File: config.mk
export PLATFORM = sky130hd
export DESIGN_NAME = cascading_prescaled_timer_bank_core
export DESIGN_NICKNAME = d
export VERILOG_FILES = /design/src/rtl/cpt_pkg.sv /design/src/rtl/cpt_prescaler.sv /design/src/rtl/cpt_timer_cell.sv /design/src/rtl/cascading_prescaled_timer_bank_core.sv
export SDC_FILE = /design/constraint.sdc
export NUM_CORES = 1
export LEC_CHECK = 0
export ABC_CLOCK_PERIOD_IN_PS = 7400
export BUFFER_PORTS_ARGS = -buffer_cell sky130_fd_sc_hd__buf_2
export CORE_ASPECT_RATIO = 0.8
export CORE_MARGIN = 8
export CORE_UTILIZATION = 60
export CTS_BUF_LIST = sky130_fd_sc_hd__clkbuf_4 sky130_fd_sc_hd__clkbuf_8
export DETAILED_ROUTE_END_ITERATION = 7
export PLACE_DENSITY = 0.81
export SLEW_MARGIN = 20
export SYNTH_ARGS = -nofsm -noshare
export SYNTH_HDL_FRONTEND = slang
export SYNTH_SLANG_ARGS = --single-unit
File: constraint.sdc
create_clock -name clk -period 7.4 [get_ports clk]
set_clock_uncertainty 0.1 [all_clocks]
set_input_delay 1.48 -clock clk [delete_from_list [all_inputs] [get_ports clk]]
set_output_delay 1.48 -clock clk [all_outputs]
set_load 0.02 [all_outputs]
File: src/rtl/cpt_pkg.sv
// ----------------------------------------------------------------------------
// cpt_pkg
// Shared types and constants for the cascading prescaled timer bank.
// ----------------------------------------------------------------------------
package cpt_pkg;

  // Item opcodes
  typedef enum logic [1:0] {
    OP_TICK   = 2'd0,
    OP_RELOAD = 2'd1,
    OP_CTRL   = 2'd2,
    OP_NOP    = 2'd3
  } cpt_op_t;

  // Shared prescale counter
  localparam int unsigned PRESCALE_W = 10;

  // Fixed width of the count result fields and of the reload input field
  localparam int unsigned FIELD_W    = 16;
  // Timers visible in the result beat
  localparam int unsigned OUT_TIMERS = 4;

  // Low-bit masks for div1 / div64 / div256 / div1024, indexed by prescale select
  localparam logic [PRESCALE_W-1:0] DIV_MASK [4] = '{
    10'h000, 10'h03F, 10'h0FF, 10'h3FF
  };

  // Per-beat command broadcast to every timer cell
  typedef struct packed {
    logic       tick;       // accepted tick beat
    logic       wr_reload;  // accepted reload write
    logic       wr_ctrl;    // accepted control write
    logic       enable;
    logic [1:0] psel;
    logic       cascade;
    logic       irq_en;
  } cpt_cmd_t;

endpackage

File: src/rtl/cpt_prescaler.sv
// ----------------------------------------------------------------------------
// cpt_prescaler
// Shared 10-bit prescale counter; flags which divisions hit on this tick.
// ----------------------------------------------------------------------------
module cpt_prescaler (
  input  logic       clk,
  input  logic       rst_n,
  input  logic       tick,
  output logic [3:0] div_hit
);
  import cpt_pkg::*;

  logic [PRESCALE_W-1:0] pre_cnt_r;
  logic [PRESCALE_W-1:0] pre_cnt_nxt;

  // wraps 1023 -> 0 naturally
  assign pre_cnt_nxt = pre_cnt_r + PRESCALE_W'(1);

  always_comb begin
    for (int k = 0; k < 4; k++) begin
      div_hit[k] = ~|(pre_cnt_nxt & DIV_MASK[k]);
    end
  end

  always_ff @(posedge clk) begin
    if (!rst_n) begin
      pre_cnt_r <= '0;
    end else if (tick) begin
      pre_cnt_r <= pre_cnt_nxt;
    end
  end

endmodule

File: src/rtl/cpt_timer_cell.sv
// ----------------------------------------------------------------------------
// cpt_timer_cell
// One timer of the bank: counter, reload and control; takes the overflow of
// the cell below and passes its own overflow to the cell above.
// ----------------------------------------------------------------------------
module cpt_timer_cell #(
  parameter int unsigned COUNT_WIDTH = 16,
  parameter bit          CAN_CASCADE = 1'b1
) (
  input  logic                   clk,
  input  logic                   rst_n,
  input  cpt_pkg::cpt_cmd_t      cmd,
  input  logic                   sel,
  input  logic [COUNT_WIDTH-1:0] reload_in,
  input  logic [3:0]             div_hit,
  input  logic                   ovf_in,
  output logic                   ovf_out,
  output logic                   irq,
  output logic [COUNT_WIDTH-1:0] count_nxt
);
  import cpt_pkg::*;

  logic [COUNT_WIDTH-1:0] cnt_r;
  logic [COUNT_WIDTH-1:0] reload_r;
  logic [1:0]             psel_r;
  logic                   casc_r;
  logic                   irqen_r;
  logic                   en_r;
  logic                   advance;
  logic                   wrap;
  logic                   start;

  assign advance = cmd.tick && en_r &&
                   ((CAN_CASCADE && casc_r) ? ovf_in : div_hit[psel_r]);
  assign wrap    = &cnt_r;
  assign ovf_out = advance && wrap;
  assign irq     = ovf_out && irqen_r;
  // rising edge of enable
  assign start   = sel && cmd.wr_ctrl && cmd.enable && !en_r;

  always_comb begin
    count_nxt = cnt_r;
    if (advance) begin
      count_nxt = wrap ? reload_r : cnt_r + COUNT_WIDTH'(1);
    end else if (start) begin
      count_nxt = reload_r;
    end
  end

  always_ff @(posedge clk) begin
    if (!rst_n) begin
      cnt_r    <= '0;
      reload_r <= '0;
      psel_r   <= '0;
      casc_r   <= 1'b0;
      irqen_r  <= 1'b0;
      en_r     <= 1'b0;
    end else begin
      cnt_r <= count_nxt;
      if (sel && cmd.wr_reload) begin
        reload_r <= reload_in;
      end
      if (sel && cmd.wr_ctrl) begin
        psel_r  <= cmd.psel;
        casc_r  <= cmd.cascade;
        irqen_r <= cmd.irq_en;
        en_r    <= cmd.enable;
      end
    end
  end

  a_start_loads: assert property (@(posedge clk) disable iff (!rst_n)
    start |=> cnt_r == $past(reload_r))
    else $error("counter not loaded on enable");

  a_ovf_reloads: assert property (@(posedge clk) disable iff (!rst_n)
    ovf_out |=> cnt_r == $past(reload_r))
    else $error("counter not reloaded on overflow");

  a_stopped_holds: assert property (@(posedge clk) disable iff (!rst_n)
    !en_r && !start |=> $stable(cnt_r))
    else $error("stopped timer moved");

endmodule

File: src/rtl/cascading_prescaled_timer_bank_core.sv
// ----------------------------------------------------------------------------
// cascading_prescaled_timer_bank_core
// Bank of up-counting timers sharing a 10-bit prescaler, with cascade from
// each timer to the one above it, reload on overflow and an interrupt mask.
// ----------------------------------------------------------------------------
//
//   channel | direction | ports                                  | beat
//   --------+-----------+----------------------------------------+-------------
//   in      | input     | in_valid/in_stall, op, index, fields   | tick / write
//   out     | output    | out_valid/out_stall, count0..3, irq    | one per in
//
// One in beat per clock while in_stall is low. Tick and write beats complete
// in the cycle they are accepted; the cascade overflow ripples through the
// timer cells that same cycle; the result is in the output register next cycle.
// Reset (rst_n low, synchronous) stops all timers and clears every counter,
// reload value and the prescaler. in_stall is raised only while a result sits
// in the output register and out_stall holds it, so the input is never stalled
// while the output side drains.
// ----------------------------------------------------------------------------
module cascading_prescaled_timer_bank_core #(
  parameter int unsigned NUM_TIMERS  = 4,
  parameter int unsigned COUNT_WIDTH = 16
) (
  input  logic                          clk,
  input  logic                          rst_n,
  // input channel
  input  logic                          in_valid,
  output logic                          in_stall,
  input  logic [1:0]                    in_op,
  input  logic [1:0]                    in_timer_index,
  input  logic [cpt_pkg::FIELD_W-1:0]   in_reload_value,
  input  logic                          in_enable_bit,
  input  logic [1:0]                    in_prescale_select,
  input  logic                          in_cascade_bit,
  input  logic                          in_irq_enable_bit,
  // result channel
  output logic                          out_valid,
  input  logic                          out_stall,
  output logic [cpt_pkg::FIELD_W-1:0]   out_count0,
  output logic [cpt_pkg::FIELD_W-1:0]   out_count1,
  output logic [cpt_pkg::FIELD_W-1:0]   out_count2,
  output logic [cpt_pkg::FIELD_W-1:0]   out_count3,
  output logic [cpt_pkg::OUT_TIMERS-1:0] out_irq_mask
);
  import cpt_pkg::*;

  // wide enough for both the count and the fixed field width
  localparam int unsigned EXT_W = (COUNT_WIDTH > FIELD_W) ? COUNT_WIDTH : FIELD_W;

  logic                   accept;
  cpt_op_t                op;
  cpt_cmd_t               cmd;
  logic [3:0]             div_hit;
  logic [EXT_W-1:0]       reload_ext;
  logic [COUNT_WIDTH-1:0] reload_cw;

  logic [NUM_TIMERS:0]    ovf_chain;   // ovf_chain[i] feeds cell i
  logic [NUM_TIMERS-1:0]  sel;
  logic [NUM_TIMERS-1:0]  irq_vec;
  logic [COUNT_WIDTH-1:0] count_nxt [NUM_TIMERS];

  logic [FIELD_W-1:0]     res_count [OUT_TIMERS];
  logic [OUT_TIMERS-1:0]  res_irq;

  logic                   out_valid_r;
  logic                   out_valid_nxt;
  logic [FIELD_W-1:0]     count_r [OUT_TIMERS];
  logic [OUT_TIMERS-1:0]  irq_mask_r;

  // --------------------------------------------------------------------------
  // Handshake: a single output register; take a new beat whenever it is empty
  // or being drained this cycle.
  // --------------------------------------------------------------------------
  assign in_stall = out_valid_r && out_stall;
  assign accept   = in_valid && !in_stall;
  assign op       = cpt_op_t'(in_op);

  always_comb begin
    cmd           = '0;
    cmd.tick      = accept && (op == OP_TICK);
    cmd.wr_reload = accept && (op == OP_RELOAD);
    cmd.wr_ctrl   = accept && (op == OP_CTRL);
    cmd.enable    = in_enable_bit;
    cmd.psel      = in_prescale_select;
    cmd.cascade   = in_cascade_bit;
    cmd.irq_en    = in_irq_enable_bit;
  end

  // reload field resized to the counter width
  assign reload_ext = EXT_W'(in_reload_value);
  assign reload_cw  = reload_ext[COUNT_WIDTH-1:0];

  cpt_prescaler u_prescaler (
    .clk     (clk),
    .rst_n   (rst_n),
    .tick    (cmd.tick),
    .div_hit (div_hit)
  );

  // --------------------------------------------------------------------------
  // Row of timer cells. Timer 0 has no cell below, so it never cascades.
  // --------------------------------------------------------------------------
  assign ovf_chain[0] = 1'b0;

  for (genvar i = 0; i < NUM_TIMERS; i++) begin : g_cell
    // index beyond the bank never matches, so such writes are dropped
    assign sel[i] = (32'(in_timer_index) == i);

    cpt_timer_cell #(
      .COUNT_WIDTH (COUNT_WIDTH),
      .CAN_CASCADE (i != 0)
    ) u_cell (
      .clk       (clk),
      .rst_n     (rst_n),
      .cmd       (cmd),
      .sel       (sel[i]),
      .reload_in (reload_cw),
      .div_hit   (div_hit),
      .ovf_in    (ovf_chain[i]),
      .ovf_out   (ovf_chain[i+1]),
      .irq       (irq_vec[i]),
      .count_nxt (count_nxt[i])
    );
  end

  // --------------------------------------------------------------------------
  // Result fields: timers 0..3 only; missing timers read as zero.
  // --------------------------------------------------------------------------
  for (genvar j = 0; j < OUT_TIMERS; j++) begin : g_res
    if (j < NUM_TIMERS) begin : g_have
      logic [EXT_W-1:0] cnt_ext;
      assign cnt_ext      = EXT_W'(count_nxt[j]);
      assign res_count[j] = cnt_ext[FIELD_W-1:0];
      assign res_irq[j]   = irq_vec[j];
    end else begin : g_none
      assign res_count[j] = '0;
      assign res_irq[j]   = 1'b0;
    end
  end

  assign out_valid_nxt = accept || (out_valid_r && out_stall);

  always_ff @(posedge clk) begin
    if (!rst_n) begin
      out_valid_r <= 1'b0;
    end else begin
      out_valid_r <= out_valid_nxt;
    end
  end

  always_ff @(posedge clk) begin
    if (accept) begin
      count_r    <= res_count;
      irq_mask_r <= res_irq;
    end
  end

  assign out_valid    = out_valid_r;
  assign out_count0   = count_r[0];
  assign out_count1   = count_r[1];
  assign out_count2   = count_r[2];
  assign out_count3   = count_r[3];
  assign out_irq_mask = irq_mask_r;

  a_write_no_irq: assert property (@(posedge clk) disable iff (!rst_n)
    accept && (op != OP_TICK) |=> out_irq_mask == '0)
    else $error("interrupt flagged on a non-tick beat");

  a_accept_fills: assert property (@(posedge clk) disable iff (!rst_n)
    accept |=> out_valid)
    else $error("accepted beat produced no result");

  a_drain_empties: assert property (@(posedge clk) disable iff (!rst_n)
    out_valid_r && !out_stall && !accept |=> !out_valid)
    else $error("result repeated after handoff");

endmodule

## Word level (Yosys, flattened, before mapping)

Cells that the tools add are included.

- Input port bits: 29
- Register bits after elaboration: 226
- Output and inout bits: 70
- Logic and storage cells: 122

- Multiplexer cells: 23
- Order comparisons: 4
- Equality and inequality tests: 5
- Add/sub/neg operators: 5
- Reductions and logical operators: 55

Operator list:

| kind | count |
|---|---|
| $mux W16 | 12 |
| $add A16 B1 Y16 const B | 4 |
| $reduce_and A16 Y1 | 4 |
| $logic_and A1 B1 Y1 | 37 |
| $lt A2 B3 Y1 const B | 4 |
| $add A10 B1 Y10 const B | 1 |
| $reduce_or A10 Y1 | 1 |
| $bmux W1 S2 | 4 |
| $logic_not A1 Y1 | 8 |
| $reduce_or A8 Y1 | 1 |
| $mux W1 | 7 |
| $eq A2 B2 Y1 const B | 3 |
| $reduce_or A6 Y1 | 1 |
| $eq A2 B1 Y1 const B | 2 |
| $logic_not A2 Y1 | 2 |
| $logic_or A1 B1 Y1 | 1 |

## Depth between registers and ports, before layout

Gate-level depths: netlist of run 1.

- Depth in word-level cells: 17
- Mapped depth: 12
- Mapped depth without buffers: 10

## Cells and area by module

Synthesis of run 1 repeated with hierarchy kept, for this count alone.

- Cells, all modules: 1139
- Area, all modules: 10654.0 um^2

Modules (own cells, without submodules):

| module | area an instance (um^2) | cells an instance | sequential area each (um^2) | times used |
|---|---|---|---|---|
| cpt_timer_cell at g_cell[1].u_cell ... | 2033.2 | 256 | 740.7 | 3 |
| cascading_prescaled_timer_bank_core | 2152.1 | 81 | 2062.0 | 1 |
| cpt_timer_cell at g_cell[0].u_cell | 1843.0 | 228 | 720.7 | 1 |
| cpt_prescaler | 559.3 | 62 | 200.2 | 1 |

## Worst setup path before layout of run 1

Ideal clock, no wire load.

- Path kind: in2reg
- Start point: input port in_valid
- End point: register count_r (netlist bit out_count2[13]) (data pin)
- Path buffers: 2
- Stages: 11
- Data required time: 7.041 ns
- Slack: 3.317 ns
- Data arrival time: 3.724 ns
- Path through: a21bo_2 nor3_2 buf_2 nand2_1 nand4b_1 o41a_1 or3_1 buf_2 a21o_1 a21oi_1 nor3_1

- Cells in the longest elaborated chain, start to end: 11
- Elaborated cells between the ends (all ways): 18
- Those cells by class: mux: 4; reduce/logical: 14

Ends and longest elaborated chain:

| item | line | text |
|---|---|---|
| from (decl) | cascading_prescaled_timer_bank_core.sv:27 | `input logic in_valid,` |
| $logic_and A1 B1 Y1 (*) | cascading_prescaled_timer_bank_core.sv:75 | `assign accept = in_valid && !in_stall;` |
| $logic_and A1 B1 Y1 | cascading_prescaled_timer_bank_core.sv:80 | `cmd.tick = accept && (op == OP_TICK);` |
| $logic_and A1 B1 Y1 (2 in a row) | cpt_timer_cell.sv:33 | `assign advance = cmd.tick && en_r &&` |
| $logic_and A1 B1 Y1 | cpt_timer_cell.sv:36 | `assign ovf_out = advance && wrap;` |
| $mux W1 | cpt_timer_cell.sv:34 | `((CAN_CASCADE && casc_r) ? ovf_in : div_hit[psel_r]);` |
| $logic_and A1 B1 Y1 | cpt_timer_cell.sv:33 |  |
| $logic_and A1 B1 Y1 | cpt_timer_cell.sv:36 |  |
| $mux W1 | cpt_timer_cell.sv:34 |  |
| $logic_and A1 B1 Y1 | cpt_timer_cell.sv:33 |  |
| $mux W16 (*) | cpt_timer_cell.sv:43 | `if (advance) begin` |
| named net g_cell[2].u_cell.count_nxt[13] | cpt_timer_cell.sv:19 | `output logic [COUNT_WIDTH-1:0] count_nxt` |
| to (signal assigned) | cascading_prescaled_timer_bank_core.sv:153 | `count_r <= res_count;` |
| to (decl) | cascading_prescaled_timer_bank_core.sv:67 | `logic [FIELD_W-1:0] count_r [OUT_TIMERS];` |

The timed path passes the listed nets; every way through them passes the cells marked *.
A chain may end at the register's enable or synchronous reset.

## Worst setup path in the final report of run 1

- Start point: input port in_valid
- End point: register count_r (netlist bit out_count3[4]) (data pin)

- Cells in the longest elaborated chain, start to end: 14
- Elaborated cells between the ends (all ways): 22
- Those cells by class: mux: 5; reduce/logical: 17

Ends and longest elaborated chain:

| item | line |
|---|---|
| $logic_and A1 B1 Y1 (*) | cascading_prescaled_timer_bank_core.sv:75 |
| $logic_and A1 B1 Y1 | cascading_prescaled_timer_bank_core.sv:80 |
| $logic_and A1 B1 Y1 (2 in a row) | cpt_timer_cell.sv:33 |
| $logic_and A1 B1 Y1 | cpt_timer_cell.sv:36 |
| $mux W1 | cpt_timer_cell.sv:34 |
| $logic_and A1 B1 Y1 | cpt_timer_cell.sv:33 |
| $logic_and A1 B1 Y1 | cpt_timer_cell.sv:36 |
| $mux W1 | cpt_timer_cell.sv:34 |
| $logic_and A1 B1 Y1 | cpt_timer_cell.sv:33 |
| $logic_and A1 B1 Y1 | cpt_timer_cell.sv:36 |
| $mux W1 | cpt_timer_cell.sv:34 |
| $logic_and A1 B1 Y1 | cpt_timer_cell.sv:33 |
| $mux W16 (*) | cpt_timer_cell.sv:43 |
| named net g_cell[3].u_cell.count_nxt[4] | cpt_timer_cell.sv:19 |

Marked as above.

==> results of run 1 <==
worst register-to-register path: cells and delay by family, from the launching register on:
family	cells	cell delay (ns)
simple gates	4	1.73
compound gates	5	1.30
flops	1	0.49
fa+ha+maj	1	0.29
state kept, by name, summed over array words and instances, names as in the netlist:
name / flops
u_prescaler.pre_cnt_r: 10
out_valid: 1
out_irq_mask: 4
g_cell.u_cell.en_r: 4
g_cell.u_cell.cnt_r: 64
g_cell.u_cell.reload_r: 64
out_count2: 16
g_cell.u_cell.irqen_r: 4
out_count1: 16
g_cell.u_cell.psel_r: 8
g_cell.u_cell.casc_r: 3
out_count3: 16
out_count0: 16
cell families after synthesis:
family	share of synthesized area [%]
and+or+nand+nor	22.2
AOI/OAI and AO/OA	12.2
xor gates and xnor gates	1.39
buffers and inverters	2.99
DFF	51.7
adders and majority gates	0.745
muxes	8.87
final cells by class:
class                   count  area share (%)
flip-flops and latches    226            45.7
multi-input cells         731            40.2
clock buffers              52            5.57
repair buffers            104            4.71
well taps                 220            2.42
inverters                  20           0.671
clock inverters            11           0.649
per-layer routing:
layer  vias to the layer above  part of all wire (%)  global-route usage (%)
met3                        63                   8.5                    5.68
met4                         0                   3.2                    9.19
met2                       388                    43                    34.5
met1                      3826                    45                    31.0
met5                         -                     0                       0
li1                       3933                     -                       -
stage by stage:
step | worst slack [ns] | util (%) | area, µm²
floorplan | 3.32 | - | 10100
global placement | 2.13 | 64.6 | 10700
detailed placement | 2.07 | 64.6 | 10700
CTS | 2.59 | 68.9 | 11400
global route | 2.42 | 69.0 | 11400
finish | 2.64 | 69.0 | 11400
final timing paths:
| path | start | to | cells after the start | slack (ns) |
|---|---|---|---|---|
| max | in_valid | out_count3[4] | 10 | 2.64 |
| min | g_cell[0].u_cell.reload_r[13] | g_cell[0].u_cell.reload_r[13] | 2 | 0.39 |
| max reg2reg | u_prescaler.pre_cnt_r[0] | out_count3[4] | 10 | 3.26 |
| min reg2reg | g_cell[0].u_cell.reload_r[13] | g_cell[0].u_cell.reload_r[13] | 2 | 0.39 |
synthesized netlist by cell type (7+ instances only):
| cell | n |
|---|---|
| nand2_1 | 67 |
| o22ai_1 | 17 |
| buf_2 | 7 |
| xor2_1 | 10 |
| edfxtp_1 | 68 |
| inv_1 | 20 |
| and3_1 | 25 |
| nor3b_1 | 10 |
| nand4_1 | 17 |
| dfxtp_1 | 158 |
| a31oi_1 | 15 |
| and2_1 | 41 |
| o221a_2 | 8 |
| mux2i_1 | 87 |
| clkbuf_1 | 42 |
| nand3_1 | 36 |
| and4_1 | 10 |
| nor2_1 | 163 |
| o21ai_0 | 33 |
| a21oi_1 | 35 |
| nor2b_1 | 9 |
| nor3_1 | 31 |
power groups by stage:
stage                     Sequential [mW]  Clock, mW  Combinational [mW]
final                                1.32       1.05               0.130
after global routing                 1.32       1.13               0.139
after CTS                            1.32       1.07               0.130
after detailed placement             1.34          0               0.129
after global placement               1.34          0               0.128
after floorplan                      1.37          0              0.0514
==> summary.md, run 1 <==
| Metric | Value |
|---|---|
| Initial antenna violation count | 0 |
| N_diodes | 0 |
| GRT Total Usage | a little under a quarter |
| Layout cell share with drive strength beyond 1 | approximately 17% |
| Leak | approximately 5 nW |
| Yosys Warn Count | 0 |
| Number of vias in the routed layout | 8210 |
| Int Pwr | 1.93 mW |
| Area leader, netlist | dfxtp_1 |
| Final Non-Filler Cells | roughly 1400 |
| Post-synth EDFFs | 68 |
| Final total power | about 2.5 mW |
| Reg area | 5200 µm² |
| Final wirelength | 25100 µm |
| Vias per inst | around 6 |
| Post-Syn Instances | 1031 |
| #FFs+latches synth | approximately 230 |
| Gate power share | under 10% |
| WP data required | roughly 7.6 ns |
| I/O Buffers | 98 |
| # IOs | 99 |
| Tmin final | around 4.8 ns |
| Most common cell after layout, fill and taps aside | nor2_1 |
| Post-synthesis async set-or-reset flop share | 0% |
| Fin. Hold Viols | 0 |
| Sw Share | a little under a quarter |
| TritonCTS clock tree | built |
| Max-Cap Viols | 0 |
| Die width | around 160 µm |
| Leading cell types in the layout, fill and taps excluded | 163 x nor2_1, 158 x dfxtp_1, 98 x buf_2, 87 x mux2i_1, 68 x edfxtp_1 |
| Max Clk Rate | ~210 MHz |
| Worst setup path class | input pin to register |
| Outcome | finished, final reports clean |
| Final setup TNS | 0 ns |
| Min Hold Slack | 0.392 ns |
| Resize count post-CTS | 0 |
| H-tree depth | 2 |
| Setup crit start kind | input pin |
| Seq pwr share | ~53% |
| Synth top area share | a little under a third |
| P per Cell Area | 220 nW/µm² |
| Dpl hpwl | between 15000 and 20000 µm |
| Hold buffer count at CTS | 0 |
| Clock Latency Late Sink | between 0.5 and 0.6 ns |
| Clock Power Share | 42.1% |
| Gr ovfl total | 0 |
| Avg Cell Area, Syn | 9.77 µm² |
| First-pass GRT wire length | a little under 40000 µm |
| CP Data Arrival Time | approximately 4.9 ns |
| Chip height | 132 µm |
| Num CTS Buffers | 35 |
| Count of pins over their slew limit | 0 |
| HP Class | register to register |
| Net switching power | 0.574 mW |
| Critical path buffers and inverters | 1 |
| Largest net degree at the start of global routing | 62 |
| Synthesized net count | about 1100 |
| Crit path max-delay family | simple AND/OR/NAND/NOR gates |
| Area grow syn2layout | 13.0% |
| Filler cell count | about 1300 |
| Clock transition at path regs | about 0.06 ns |
| Vias in the first global route | around 7600 |
| Critical path's largest stage delay | around 0.7 ns |
| FP Rows | 42 |
| Cells after DPL | approximately 1300 |
| Critical-path top delay cell | nor3_2 |
| Clock Path Buffers | 3 |
| Crit. End Element | register |
| Post-CTS setup buffers | 0 |
| # DRC | 0 |
| Detailed Routing Iterations Pass 1 | 5 |
| Final ANT Viol Nets | 0 |
| Core Region | between 15000 and 20000 µm² |
| Initial drt markers | roughly 800 |
| Clock Sinks | 226 |
| Largest fanout on the critical path | 21 |
| Slew HR | roughly 25% |
| Post-synthesis cell type count | 72 |
| Cell area after synthesis | ~10000 µm² |
| Worst VDD drop | about 0.15 mV |
| Initial core utilization | 61.0% |
| Die area | between 20000 and 25000 µm² |
| Critical path cell sequence | buf_2, a21bo_2, nor3_2, nand2_1, nand4b_1, a311oi_1, and3_1, or2_1, a21boi_0, or3_1 |
| Multi-input gate area | 4580 µm² |
| Nets | approximately 1200 |
| GPL Wtd Cong | slightly above 0.9 |
| Slew @ Worst Pin | around 1.1 ns |
| Top cells by area, synth | dfxtp_1 31%, edfxtp_1 20%, mux2i_1 8.6% |
| Post-synth top flop | dfxtp_1 |
| Routed WL per cell | between 15 and 20 µm |
| Fin crit share | ~64% |
| Final Setup Violations | 0 |
| Unrepaired setup endpoints after global routing | false |
| Register area share after synthesis | between 50% and 60% |
| Root buf cell | clkbuf_8 |
Power figures use the tool's default switching activity.
==> run 2: changes to the inputs <==
--- a/config.mk
+++ b/config.mk
@@ -5,14 +5,14 @@
 export SDC_FILE = /design/constraint.sdc
 export NUM_CORES = 1
 export LEC_CHECK = 0
-export ABC_CLOCK_PERIOD_IN_PS = 7400
+export ABC_CLOCK_PERIOD_IN_PS = 4190
 export BUFFER_PORTS_ARGS = -buffer_cell sky130_fd_sc_hd__buf_2
 export CORE_ASPECT_RATIO = 0.8
 export CORE_MARGIN = 8
-export CORE_UTILIZATION = 60
+export CORE_UTILIZATION = 55
 export CTS_BUF_LIST = sky130_fd_sc_hd__clkbuf_4 sky130_fd_sc_hd__clkbuf_8
 export DETAILED_ROUTE_END_ITERATION = 7
-export PLACE_DENSITY = 0.81
+export PLACE_DENSITY = 0.78
 export SLEW_MARGIN = 20
 export SYNTH_ARGS = -nofsm -noshare
 export SYNTH_HDL_FRONTEND = slang
==> constraint.sdc (replaced) <==
create_clock -name clk -period 4.19 [get_ports clk]
set_clock_uncertainty 0.1 [all_clocks]
set_input_delay 0.838 -clock clk [delete_from_list [all_inputs] [get_ports clk]]
set_output_delay 0.838 -clock clk [all_outputs]
set_load 0.02 [all_outputs]
==> run 2 against run 1 <==
Effect of this change:
- critical path type is now register to register
- largest cell class unchanged
- utilization shrank 4.6 points
- first-iteration DRC count shrank 14%
- wire length grew 0.71%
==> summary.md, run 2 (synthesized netlist as in run 1, its figures left out) <==
| Metric | Value |
|---|---|
| Hold buffer count at CTS | 0 (unchanged) |
| Final ANT Viol Nets | 0 (unchanged) |
| Int Pwr | 3.62 mW (+88%) |
| Resize count post-CTS | 0 (unchanged) |
| Core Region | 18100 µm² (+9.4%) |
| GRT Total Usage | 21.6% (-1.2 points) |
| Clock Power Share | 44.9% (+2.8 points) |
| Gate power share | 5.1% (about the same) |
| Vias per inst | 5.88 (-2.4%) |
| Dpl hpwl | 17600 µm (+1.5%) |
| Net switching power | 1.03 mW (+80%) |
| # DRC | 0 (unchanged) |
| H-tree depth | 2 (unchanged) |
| Die width | 167 µm (+4.0%) |
| Num CTS Buffers | 36 (+2.9%) |
| Initial drt markers | 705 (-14%) |
| Clock Path Buffers | 3 (unchanged) |
| Top Registers | g_cell.u_cell.cnt_r: 64 flops, g_cell.u_cell.reload_r: 64 flops |
| Chip height | 137 µm (+3.9%) |
| Leak | 4.99 nW (+2.5%) |
| Place WS | 0.349 ns (-1.72 ns) |
| WP data required | 4.34 ns (-3.24 ns) |
| CP most frequent cell | and3_1 |
| Seq pwr share | 50.0% (-2.7 points) |
| Critical path buffers and inverters | 0 (-1) |
| Initial antenna violation count | 1 (+1) |
| Final worst setup slack | 0.356 ns (-2.29 ns) |
| GPL Wtd Cong | 0.931 (+2.5%) |
| Clock Latency Late Sink | 0.51 ns (-0.02 ns) |
| Final setup TNS | 0 ns (unchanged) |
| Critical path cell sequence | ha_1, and3_1, o2111ai_1, a311o_1, a221o_1, o31ai_1, and3_1, or2_1, a21boi_0, or3_1 |
| Slew HR | 50.7% (+25 points) |
| Initial core utilization | 55.8% (-5.3 points) |
| Nets | 1168 (+1.3%) |
| Detailed Routing Iterations Pass 1 | 6 (+1) |
| First-pass GRT wire length | 40200 µm (+0.95%) |
| Unrepaired setup endpoints after global routing | false |
| Die area | 22900 µm² (+8.1%) |
| Final wirelength | 25300 µm (+0.71%) |
| Leading cell types in the layout, fill and taps excluded | 163 x nor2_1, 158 x dfxtp_1, 98 x buf_2, 87 x mux2i_1, 68 x edfxtp_1 |
| Crit. End Element | register |
| Routed WL per cell | 18.2 µm (-1.0%) |
| Most common cell after layout, fill and taps aside | nor2_1 |
| Area grow syn2layout | 15.3% |
| Worst setup path class | register to register |
| Fin. Hold Viols | 0 (unchanged) |
| Largest fanout on the critical path | 11 (-48%) |
| Tmin final | between 3 and 4 ns |
| Root buf cell | clkbuf_8 |
| Number of vias in the routed layout | 8158 (-0.63%) |
| Post-CTS setup buffers | 0 (unchanged) |
| Clock Sinks | 226 (unchanged) |
| Gr ovfl total | 0 (unchanged) |
| Count of pins over their slew limit | 0 (unchanged) |
| Final total power | 4.65 mW (+86%) |
| P per Cell Area | 400 nW/µm² (+82%) |
| DP Area | 10800 µm² (+1.3%) |
| Filler cell count | 1489 (+18%) |
| Critical path's largest stage delay | 0.49 ns (-0.21 ns) |
| Sw Share | 22.2% (-0.73 points) |
| Vias in the first global route | 7511 (-1.6%) |
| Fin crit share | roughly nine tenths |
| TritonCTS clock tree | built |
| Clock transition at path regs | 0.07 ns (about the same) |
| Layout cell share with drive strength beyond 1 | 18.1% (+1.1 points) |
| # IOs | 99 (unchanged) |
| CP Data Arrival Time | 3.99 ns (-0.95 ns) |
| HP Class | register to register |
| Setup crit start kind | register |
| Outcome | finished, final reports clean |
| Critical-path top delay cell | dfxtp_1 |
| Largest net degree at the start of global routing | 94 (+52%) |
| FP Rows | 44 (+4.8%) |
| Slew @ Worst Pin | 0.740 ns (-0.382 ns) |
| Final Setup Violations | 0 (unchanged) |
| I/O Buffers | 98 (unchanged) |
| Max-Cap Viols | 0 (unchanged) |
| N_diodes | 0 (unchanged) |
| Max Clk Rate | between 200 and 300 MHz |
| Finished Cell Area | 11600 µm² (+2.1%) |
| Crit path max-delay family | simple AND/OR/NAND/NOR gates |
| Worst VDD drop | 0.280 mV (+82%) |
run 2: area by class of cell:
type	count	area (µm²)	area share, %
inverter	20	76.3	0.657
tap	230	288	2.48
sequential	226	5200	44.8
timing repair buffer	118	666	5.73
clock inverter	8	116	1.00
multi-input combinational	731	4570	39.3
clock buffer	55	694	5.98
run 2: path summary, 6_finish.rpt:
| check | from | to | slack, ns | depth (start not counted) |
|---|---|---|---|---|
| worst max-delay path | u_prescaler.pre_cnt_r[0] | out_count3[4] | 0.36 | 10 |
| worst min-delay path | g_cell[1].u_cell.reload_r[13] | g_cell[1].u_cell.reload_r[13] | 0.39 | 2 |
| worst max register to register | u_prescaler.pre_cnt_r[0] | out_count3[4] | 0.36 | 10 |
| worst min register to register | g_cell[1].u_cell.reload_r[13] | g_cell[1].u_cell.reload_r[13] | 0.39 | 2 |
run 2: stage by stage:
| step | std cells | utilization, % | hold WS, ns |
|---|---|---|---|
| 4_1_cts | 1388 | 64.3 | 0.398 |
| 5_1_grt | 1388 | 64.3 | 0.427 |
| 3_5_place_dp | 1325 | 59.8 | 0.381 |
| 3_3_place_gp | 1325 | 59.8 | 0.368 |
| 2_1_floorplan | 1031 | - | 0.352 |
| 6_report | 1388 | 64.3 | 0.391 |
run 2: power by group through the flow:
stage | registers [mW] | clock network (mW) | logic [mW]
2_1_floorplan | 2.42 | 0 | 0.0908
4_1_cts | 2.33 | 2.12 | 0.236
5_1_grt | 2.33 | 2.22 | 0.252
6_report | 2.33 | 2.09 | 0.235
3_3_place_gp | 2.37 | 0 | 0.234
3_5_place_dp | 2.37 | 0 | 0.236
run 2: worst register-to-register path: stages, from the launching register on:
cell and delay (ns):
dfxtp_1 0.49, ha_1 0.28, and3_1 0.23, o2111ai_1 0.24, a311o_1 0.42, a221o_1 0.38
o31ai_1 0.07, and3_1 0.38, or2_1 0.40, a21boi_0 0.19, or3_1 0.39
run 2: routing by layer:
metal	vias to the layer above	part of all wire [%]	GRT usage [%]
met3	56	8.7	5.45
met2	351	43	32.5
met4	4	2.3	7.17
met1	3789	46	29.9
li1	3958	-	-
met5	-	0.31	2.17
